## config.mk

```make
export PLATFORM = sky130hd
export DESIGN_NAME = button_gesture_classifier_unit
export DESIGN_NICKNAME = d
export VERILOG_FILES = /design/src/hw/rtl/bgc_pkg.sv /design/src/hw/rtl/button_gesture_classifier_unit.sv
export SDC_FILE = /design/constraint.sdc
export NUM_CORES = 1
export LEC_CHECK = 0
export BUFFER_PORTS_ARGS = -buffer_cell sky130_fd_sc_hd__buf_2
export CAP_MARGIN = 5
export CORE_ASPECT_RATIO = 1.75
export CORE_MARGIN = 2
export CORE_UTILIZATION = 34
export CTS_BUF_LIST = sky130_fd_sc_hd__clkbuf_16
export CTS_CLUSTER_DIAMETER = 40
export DETAILED_ROUTE_END_ITERATION = 16
export GPL_TIMING_DRIVEN = 0
export PLACE_DENSITY_LB_ADDON = 0.2
export SYNTH_ARGS = -nofsm -noshare
export SYNTH_HDL_FRONTEND = slang
export SYNTH_SLANG_ARGS = --single-unit
```

## constraint.sdc

```tcl
create_clock -name clk -period 8.75 [get_ports clk]
set_input_delay 1.3125 -clock clk [delete_from_list [all_inputs] [get_ports clk]]
set_output_delay 1.3125 -clock clk [all_outputs]
set_load 0.02 [all_outputs]
```

## src/hw/rtl/bgc_pkg.sv

```systemverilog
// Package: shared types and constants for the button gesture classifier.
`default_nettype none

package bgc_pkg;

    typedef enum logic [1:0] {
        PH_IDLE     = 2'd0,
        PH_DEBOUNCE = 2'd1,
        PH_PRESSED  = 2'd2,
        PH_RELEASED = 2'd3
    } phase_t;

    typedef enum logic [1:0] {
        EV_NONE   = 2'd0,
        EV_SINGLE = 2'd1,
        EV_DOUBLE = 2'd2,
        EV_LONG   = 2'd3
    } gesture_t;

    localparam int unsigned TIMER_W = 16;
    localparam int unsigned COUNT_W = 8;
    localparam int unsigned CFG_IDX_W = 2;

    localparam logic [CFG_IDX_W-1:0] CFG_DEBOUNCE = 2'd0;
    localparam logic [CFG_IDX_W-1:0] CFG_SETTLE   = 2'd1;
    localparam logic [CFG_IDX_W-1:0] CFG_LONG     = 2'd2;

    localparam logic [TIMER_W-1:0] DEBOUNCE_RESET = 16'd10;
    localparam logic [TIMER_W-1:0] SETTLE_RESET   = 16'd300;
    localparam logic [TIMER_W-1:0] LONG_RESET     = 16'd1000;

    localparam logic [COUNT_W-1:0] COUNT_MAX = '1;

endpackage

`default_nettype wire

```

## src/hw/rtl/button_gesture_classifier_unit.sv

```systemverilog
// Top level: button gesture classifier with debounce, click counting and long-press timing.
//
// Input channel (in_valid/in_ready) carries one button sample and a millisecond tick
// flag per transaction. Output channel (out_valid/out_ready) returns exactly one
// result per input transaction: gesture_event (0 none, 1 single, 2 double, 3 long)
// and phase_now, the phase after that sample.
// The state update for a sample happens at its acceptance edge and the result is
// held in the output register from the next cycle on.
// Throughput is one sample per cycle while the receiver keeps out_ready high; the
// combinational state update (timer decrement, compare and phase selection) feeds the output register.
// in_ready is high while the output register is empty or being drained in the
// same cycle; a stalled receiver keeps the result held and blocks new samples.
// Configuration writes (cfg_we, cfg_index, cfg_data) take effect at the next edge;
// an index past the last register is ignored.
// Reset loads debounce 10, settle 300 and long press 1000 ticks, returns to idle
// with a zero timer and zero counts, and empties the output register.
`default_nettype none

module button_gesture_classifier_unit (
    input  wire logic                            clk,
    input  wire logic                            rst_n,
    input  wire logic                            cfg_we,
    input  wire logic [bgc_pkg::CFG_IDX_W-1:0]   cfg_index,
    input  wire logic [bgc_pkg::TIMER_W-1:0]     cfg_data,
    input  wire logic                            in_valid,
    output logic                                 in_ready,
    input  wire logic                            button_level,
    input  wire logic                            tick,
    output logic                                 out_valid,
    input  wire logic                            out_ready,
    output logic [1:0]                           gesture_event,
    output logic [1:0]                           phase_now
);

    logic [bgc_pkg::TIMER_W-1:0] debounce_reg;
    logic [bgc_pkg::TIMER_W-1:0] settle_reg;
    logic [bgc_pkg::TIMER_W-1:0] long_reg;

    bgc_pkg::phase_t             phase_reg, phase_next;
    logic [bgc_pkg::TIMER_W-1:0] timer_reg, timer_next;
    logic [bgc_pkg::COUNT_W-1:0] short_reg, short_next;
    logic [bgc_pkg::COUNT_W-1:0] long_cnt_reg, long_cnt_next;
    logic                        last_level_reg;
    logic                        pending_reg, pending_next;

    logic                        out_valid_reg;
    bgc_pkg::gesture_t           event_reg, event_next;
    bgc_pkg::phase_t             phase_out_reg;

    logic                        accept;
    logic [bgc_pkg::TIMER_W-1:0] timer_dec;
    logic                        done;
    logic [bgc_pkg::TIMER_W:0]   long_diff;

    assign in_ready      = !out_valid_reg || out_ready;
    assign accept        = in_valid && in_ready;
    assign out_valid     = out_valid_reg;
    assign gesture_event = event_reg;
    assign phase_now     = phase_out_reg;

    assign timer_dec = (tick && (timer_reg != '0)) ? timer_reg - 1'b1 : timer_reg;
    assign done      = (timer_dec == '0);
    assign long_diff = {1'b0, long_reg} - {1'b0, debounce_reg};

    always_comb
    begin
        phase_next    = phase_reg;
        timer_next    = timer_dec;
        short_next    = short_reg;
        long_cnt_next = long_cnt_reg;
        pending_next  = pending_reg;
        event_next    = bgc_pkg::EV_NONE;
        unique case (phase_reg)
            bgc_pkg::PH_IDLE:
            begin
                if (!last_level_reg && button_level)
                begin
                    phase_next = bgc_pkg::PH_DEBOUNCE;
                    timer_next = debounce_reg;
                end
            end
            bgc_pkg::PH_DEBOUNCE:
            begin
                if (done)
                begin
                    if (button_level)
                    begin
                        phase_next = bgc_pkg::PH_PRESSED;
                        timer_next = long_diff[bgc_pkg::TIMER_W] ? '0
                                   : long_diff[bgc_pkg::TIMER_W-1:0];
                    end
                    else
                    begin
                        phase_next = bgc_pkg::PH_RELEASED;
                    end
                end
            end
            bgc_pkg::PH_PRESSED:
            begin
                if (!button_level)
                begin
                    if (done)
                    begin
                        if (long_cnt_reg != bgc_pkg::COUNT_MAX)
                        begin
                            long_cnt_next = long_cnt_reg + 1'b1;
                        end
                    end
                    else if (short_reg != bgc_pkg::COUNT_MAX)
                    begin
                        short_next = short_reg + 1'b1;
                    end
                    phase_next = bgc_pkg::PH_RELEASED;
                    timer_next = debounce_reg;
                end
            end
            bgc_pkg::PH_RELEASED:
            begin
                if (done)
                begin
                    if (!pending_reg)
                    begin
                        timer_next   = settle_reg;
                        pending_next = 1'b1;
                    end
                    else
                    begin
                        priority if (short_reg == 8'd1)
                        begin
                            event_next = bgc_pkg::EV_SINGLE;
                        end
                        else if (short_reg == 8'd2)
                        begin
                            event_next = bgc_pkg::EV_DOUBLE;
                        end
                        else if (long_cnt_reg == 8'd1)
                        begin
                            event_next = bgc_pkg::EV_LONG;
                        end
                        else
                        begin
                            event_next = bgc_pkg::EV_NONE;
                        end
                        phase_next    = bgc_pkg::PH_IDLE;
                        short_next    = '0;
                        long_cnt_next = '0;
                        pending_next  = 1'b0;
                    end
                end
                else if (button_level && pending_reg)
                begin
                    phase_next   = bgc_pkg::PH_DEBOUNCE;
                    timer_next   = debounce_reg;
                    pending_next = 1'b0;
                end
            end
            default:
            begin
                phase_next = bgc_pkg::PH_IDLE;
            end
        endcase
    end

    always_ff @(posedge clk or negedge rst_n)
    begin
        if (!rst_n)
        begin
            debounce_reg <= bgc_pkg::DEBOUNCE_RESET;
            settle_reg   <= bgc_pkg::SETTLE_RESET;
            long_reg     <= bgc_pkg::LONG_RESET;
        end
        else if (cfg_we)
        begin
            unique case (cfg_index)
                bgc_pkg::CFG_DEBOUNCE: debounce_reg <= cfg_data;
                bgc_pkg::CFG_SETTLE:   settle_reg   <= cfg_data;
                bgc_pkg::CFG_LONG:     long_reg     <= cfg_data;
                default:               ;
            endcase
        end
    end

    always_ff @(posedge clk or negedge rst_n)
    begin
        if (!rst_n)
        begin
            phase_reg      <= bgc_pkg::PH_IDLE;
            timer_reg      <= '0;
            short_reg      <= '0;
            long_cnt_reg   <= '0;
            last_level_reg <= 1'b0;
            pending_reg    <= 1'b0;
            out_valid_reg  <= 1'b0;
            event_reg      <= bgc_pkg::EV_NONE;
            phase_out_reg  <= bgc_pkg::PH_IDLE;
        end
        else
        begin
            if (accept)
            begin
                phase_reg      <= phase_next;
                timer_reg      <= timer_next;
                short_reg      <= short_next;
                long_cnt_reg   <= long_cnt_next;
                last_level_reg <= button_level;
                pending_reg    <= pending_next;
                event_reg      <= event_next;
                phase_out_reg  <= phase_next;
                out_valid_reg  <= 1'b1;
            end
            else if (out_ready)
            begin
                out_valid_reg <= 1'b0;
            end
        end
    end

`ifndef SYNTHESIS
    a_event_returns_idle: assert property (@(posedge clk) disable iff (!rst_n)
        (out_valid && (gesture_event != bgc_pkg::EV_NONE)) |-> (phase_now == bgc_pkg::PH_IDLE))
        else $error("gesture reported outside idle phase");

    a_idle_counts_clear: assert property (@(posedge clk) disable iff (!rst_n)
        (phase_reg == bgc_pkg::PH_IDLE) |-> ((short_reg == '0) && (long_cnt_reg == '0)))
        else $error("press counts not cleared in idle phase");

    a_pending_only_released: assert property (@(posedge clk) disable iff (!rst_n)
        pending_reg |-> (phase_reg == bgc_pkg::PH_RELEASED))
        else $error("settle wait pending outside released phase");

    a_phase_out_tracks_state: assert property (@(posedge clk) disable iff (!rst_n)
        accept |=> (phase_now == phase_reg))
        else $error("reported phase differs from machine phase");
`endif

endmodule

`default_nettype wire

```

# Word level (Yosys, flattened, before mapping)
# Index checks and enable logic that the tools add are counted.
[totals]
register_bits = 87
input_bits = 25
out_inout_bits = 6
[op_classes]
addsub = 4
n_eq_ne = 21
mux = 39
reduce_logical = 21
[op_table]
columns = ["operator", "count"]
rows = [
  ["2-to-1 mux 16 bit", 9],
  ["2-to-1 mux 8 bit", 8],
  ["one-hot mux 16 bit (4 select lines)", 1],
  ["one-hot mux 8 bit (2 select lines)", 2],
  ["2-to-1 mux 2 bit", 12],
  ["!= test 2 bit, second input constant", 9],
  ["subtractor 16 x 16 -> 17 bit", 1],
  ["adder 8 x 1 -> 8 bit, second input constant", 2],
  ["equality test 8 x 1 -> 1 bit, second input constant", 2],
  ["zero test 16 bit", 1],
  ["!= test 8 bit, second input constant", 2],
  ["nonzero test 16 bit", 1],
  ["subtractor 16 x 1 -> 16 bit, second input constant", 1],
  ["AND reduction 7 bit", 2],
  ["equality test 8 x 2 -> 1 bit, second input constant", 1],
  ["one-hot mux 2 bit (4 select lines)", 1],
  ["equality test 2 bit, second input constant", 3],
  ["2-to-1 mux 1 bit", 6],
  ["!= test 3 bit, second input constant", 2],
  ["AND reduction 2 bit", 3],
  ["AND reduction 6 bit", 1],
  ["nonzero test 2 bit", 3],
  ["equality test 2 x 1 -> 1 bit, second input constant", 2],
  ["logical AND 1 bit", 4],
  ["4 further kinds", 6],
]

# Longest topological paths before layout
[logic_depth]
word_depth = 7
ltp_mapped = 14

# Least setup slack after synthesis
# OpenSTA, ideal clock, no wires.
[synth_path]
kind = "input-to-reg"
startpoint = "in tick"
endpoint = "reg short_reg[0] in the netlist's numbering"
setup_ns = 0.118
t_arrival_ns = 4.211
required_ns = 8.632
setup_slack_ns = 4.421
cell_stages = 12
n_path_buf = 3
path_cell_list = "clkbuf_2 -> or3b_1 -> nor4_1 -> mux2i_1 -> nand3_1 -> or4b_1 -> buf_6 -> nor2_8 -> mux2i_2 -> buf_6 -> nor3_1 -> a21o_1"
[synth_between]
elab_chain_cells = 5
word_cells_on_any_way = 6
classes_between = "eq/ne: 2; mux: 1; reduce/logical: 3"
[synth_lines]
columns = ["item", "line", "source"]
rows = [
  ["start, declared", "button_gesture_classifier_unit.sv:28", "input wire logic tick,"],
  ["logical AND 1 bit (*)", "button_gesture_classifier_unit.sv:61", "assign timer_dec = (tick && (timer_reg != '0)) ? timer_reg - 1'b1 : timer_reg;"],
  ["2-to-1 mux 16 bit (*)", "button_gesture_classifier_unit.sv:61", ""],
  ["zero test 16 bit (*)", "button_gesture_classifier_unit.sv:62", "assign done = (timer_dec == '0);"],
  ["!= test 2 bit (no source line)", "-", ""],
  ["AND reduction 7 bit (no source line) (*)", "-", ""],
  ["end signal, assigned", "button_gesture_classifier_unit.sv:203", "short_reg <= short_next;"],
  ["end, declared", "button_gesture_classifier_unit.sv:41", "logic [bgc_pkg::COUNT_W-1:0] short_reg, short_next;"],
]
# Every way passes the cells marked *; elsewhere a longest branch is shown, timed or not.
# A chain may end at the register's enable or synchronous reset.

# Worst setup path after layout
[layout_path]
startpoint = "in tick"
endpoint = "reg event_reg[1], in the netlist gesture_event[1]"
[layout_between]
elab_chain_cells = 5
[layout_lines]
columns = ["item", "line", "source"]
rows = [
  ["logical AND 1 bit", "button_gesture_classifier_unit.sv:61", ""],
  ["2-to-1 mux 16 bit", "button_gesture_classifier_unit.sv:61", ""],
  ["zero test 16 bit", "button_gesture_classifier_unit.sv:62", ""],
  ["2-to-1 mux 2 bit", "button_gesture_classifier_unit.sv:119", "if (done)"],
  ["2-to-1 mux 2 bit", "button_gesture_classifier_unit.sv:73", "unique case (phase_reg)"],
  ["end signal, assigned", "button_gesture_classifier_unit.sv:194", "event_reg <= bgc_pkg::EV_NONE;"],
  ["end signal, assigned", "button_gesture_classifier_unit.sv:207", "event_reg <= event_next;"],
  ["end, declared", "button_gesture_classifier_unit.sv:47", "bgc_pkg::gesture_t event_reg, event_next;"],
]
# Every way passes these cells.

==> metrics.csv <==
metric,value,unit
Util after Layout,0.3894,
CTS buffer count,9,
Die H,186.9,um
via count,5863,
RSZ-0062 raised after global routing,false,
pre-CTS setup slack,3.301,ns
Final Cycle Share,0.5795,
Synth Flop Type,dfrtp_1,
status,completed,
initial antenna violation count,0,
crit-path cells,clkbuf_2 -> or3b_1 -> nor4_1 -> mux2i_1 -> nand3_1 -> or4b_1 -> buf_6 -> nor2_8 -> buf_4 -> nand2_1 -> o41ai_1,
part of the Yosys area used for sequential elements,0.3371,
Worst-Margin Slew,1.150,ns
Post-synth EDFFs,0,
final number of hold-violating endpoints,0,
root buf cell,clkbuf_16,
final worst setup slack,3.679,ns
Crit path required time,8.96,ns
# H-tree levels,3,
TritonCTS sink count,87,
gr usage total,0.2149,
clk_skew,0.01546,ns
worst reg2reg endpoint,gesture_event[1],
Fmax,197.2,MHz
global-route wire length before repair,32970,um
clock-pin slew of the registers on the worst-case setup and hold paths,0.07,ns
Slew Limit Fails,0,
Power per Cell Area,261.2,nW/um^2
grt ovf,0,
pin count of the biggest net entering global routing,56,
max_slew headroom,0.2334,
Placed Instances,1027,
post-route minimum period,5.071,ns
Static Leak,0.002955,uW
Final HPWL DP,16630,um
Final setup viols,0,
Hold Crit Endpoint,last_level_reg,
crit-path max FO,10,
DRC,0,
quantity of I/O buffers inserted on ports,28,
CP Class,input pin to register,
WL/cell,20.15,um
maximum VDD drop,0.0001249,V
RD Place Congestion,0.9025,
Critical Path Start Type,input pin,
CTS resizes,0,
worst hold slack,0.4954,ns
ys async rst share,1.000,
final std cells w/o fill,1043,
Mean Syn Cell Area,8.556,um^2
total negative slack,0,ns
CP arrival,5.28,ns
First DRT Iteration DRCs,381,
Cells after Synth,760,
# diodes,0,
Syn Std Cell Area,6502,um^2
worst hold stages,2,
MaxCap Viol Count,0,
"Area growth, synth to finish",11.76,%
Seq cells post-synth,87,
post-synth cell types,77,
Worst R2R Start,timer_reg[3],
Die Area,20290,um^2
Via-to-Cell Ratio,5.621,
Setup crit end kind,register,
Horiz. Die Dim,108.5,um
Hold Startpoint,last_level_reg,
worst r2r path cells,12,
worst-skew pair later-pin latency,0.36,ns
number of global-route vias before repair,5898,
DRT antenna net count,0,
Post-Syn Nets,814,
Ports,31,
Starting Density,0.3484,
final WL,21020,um
area of the core,18660,um^2
HP Class,register to register,
layout cell share with drive strength beyond 1,0.1590,
YS warnings,0,
Reg2Reg Setup Slack,4.07,ns
CP max-delay cell,mux2i_1,
Row Count,66,
DRT Pass-1 Iters,5,
CP max stage delay,0.64,ns
Max Buffers Root-to-Sink,2,
final net count,854,
Post-CTS Hold Buffers,0,
CTS tree,done,
setup bufs post-CTS,0,
[cell families after synthesis]
kind of cell	after synthesis	synth area share
simple gates	233	0.1813
compound gates	256	0.2611
xor+xnor	26	0.03502
buf+inv	89	0.06003
flops	87	0.3371
fa+ha+maj	29	0.05696
mux	40	0.06850
[placed cells by master, fill, tap and decap left out, types with 15 or more instances in the layout]
master	count
a21o_1	16
a21oi_1	66
a31oi_1	21
buf_2	32
clkbuf_1	37
dfrtp_1	75
ha_1	28
inv_1	36
mux2_2	33
nand2_1	73
nor2_1	60
o21ai_0	52
o22ai_1	15
xnor2_1	21
[metrics by stage]
| stage | power (uW) | cell area, um^2 |
|---|---|---|
| after floorplan | 1229 | 6502 |
| after global placement | 1487 | 6940 |
| after detailed placement | 1495 | 6970 |
| after CTS | 1898 | 7267 |
| after global routing | 2028 | 7267 |
| final | 1898 | 7267 |
[power breakdown]
group / switching, uW / internal [uW]
combinational: 571 / 351
sequential: 81.2 / 496
clock: 176 / 222
total: 828 / 1070
[worst max-delay path, delay by kind of cell]
| family | cells | cell delay, ns |
|---|---|---|
| AO/OA/AOI/OAI | 1 | 0.47 |
| buffers and inverters | 3 | 0.65 |
| multiplexers | 1 | 0.64 |
| AND/OR/NAND/NOR | 6 | 2.19 |
[cell usage after synthesis (12+ instances only)]
cell      count  area share
a31oi_1      21       0.020
nand2_1      73       0.042
nand2b_1     14       0.013
o21ai_0      52       0.040
a21oi_1      66       0.051
nor2_1       60       0.035
mux2_2       33       0.057
inv_1        35       0.020
xnor2_1      21       0.028
clkbuf_1     37       0.021
o22ai_1      15       0.014
dfstp_2      12       0.048
nor3_1       14       0.011
a21o_1       16       0.018
nand3_1      14       0.011
dfrtp_1      75        0.29
ha_1         28       0.054
[metal layers]
layer  up-vias  routed length, um  track usage
met5         -                  0            0
met4         0               1334       0.1450
met3        53                633      0.02404
met2       153              11050       0.3774
met1      2785               8004       0.2362
li1       2872                  -            -
[worst max-delay path by stage]
stage	start	to	slack, ns	cells after the start
after detailed placement	tick	gesture_event[1]	3.30	11
after floorplan	tick	short_reg[0]	4.42	12
after CTS	tick	gesture_event[1]	3.65	11
after global placement	tick	gesture_event[1]	3.28	11
after global routing	tick	timer_reg[9]	3.59	12
final	tick	gesture_event[1]	3.68	11
[layout make-up]
class	instances	area, um^2
fill	1975	11400
multi-input combinational	584	3920
sequential	87	2192
tap	238	297.8
buffer	52	251.5
clock buffer	9	225.2
timing repair buffer	29	170.2
inverter	37	138.9
clock inverter	7	71.32
(Power assumes the default switching activity.)
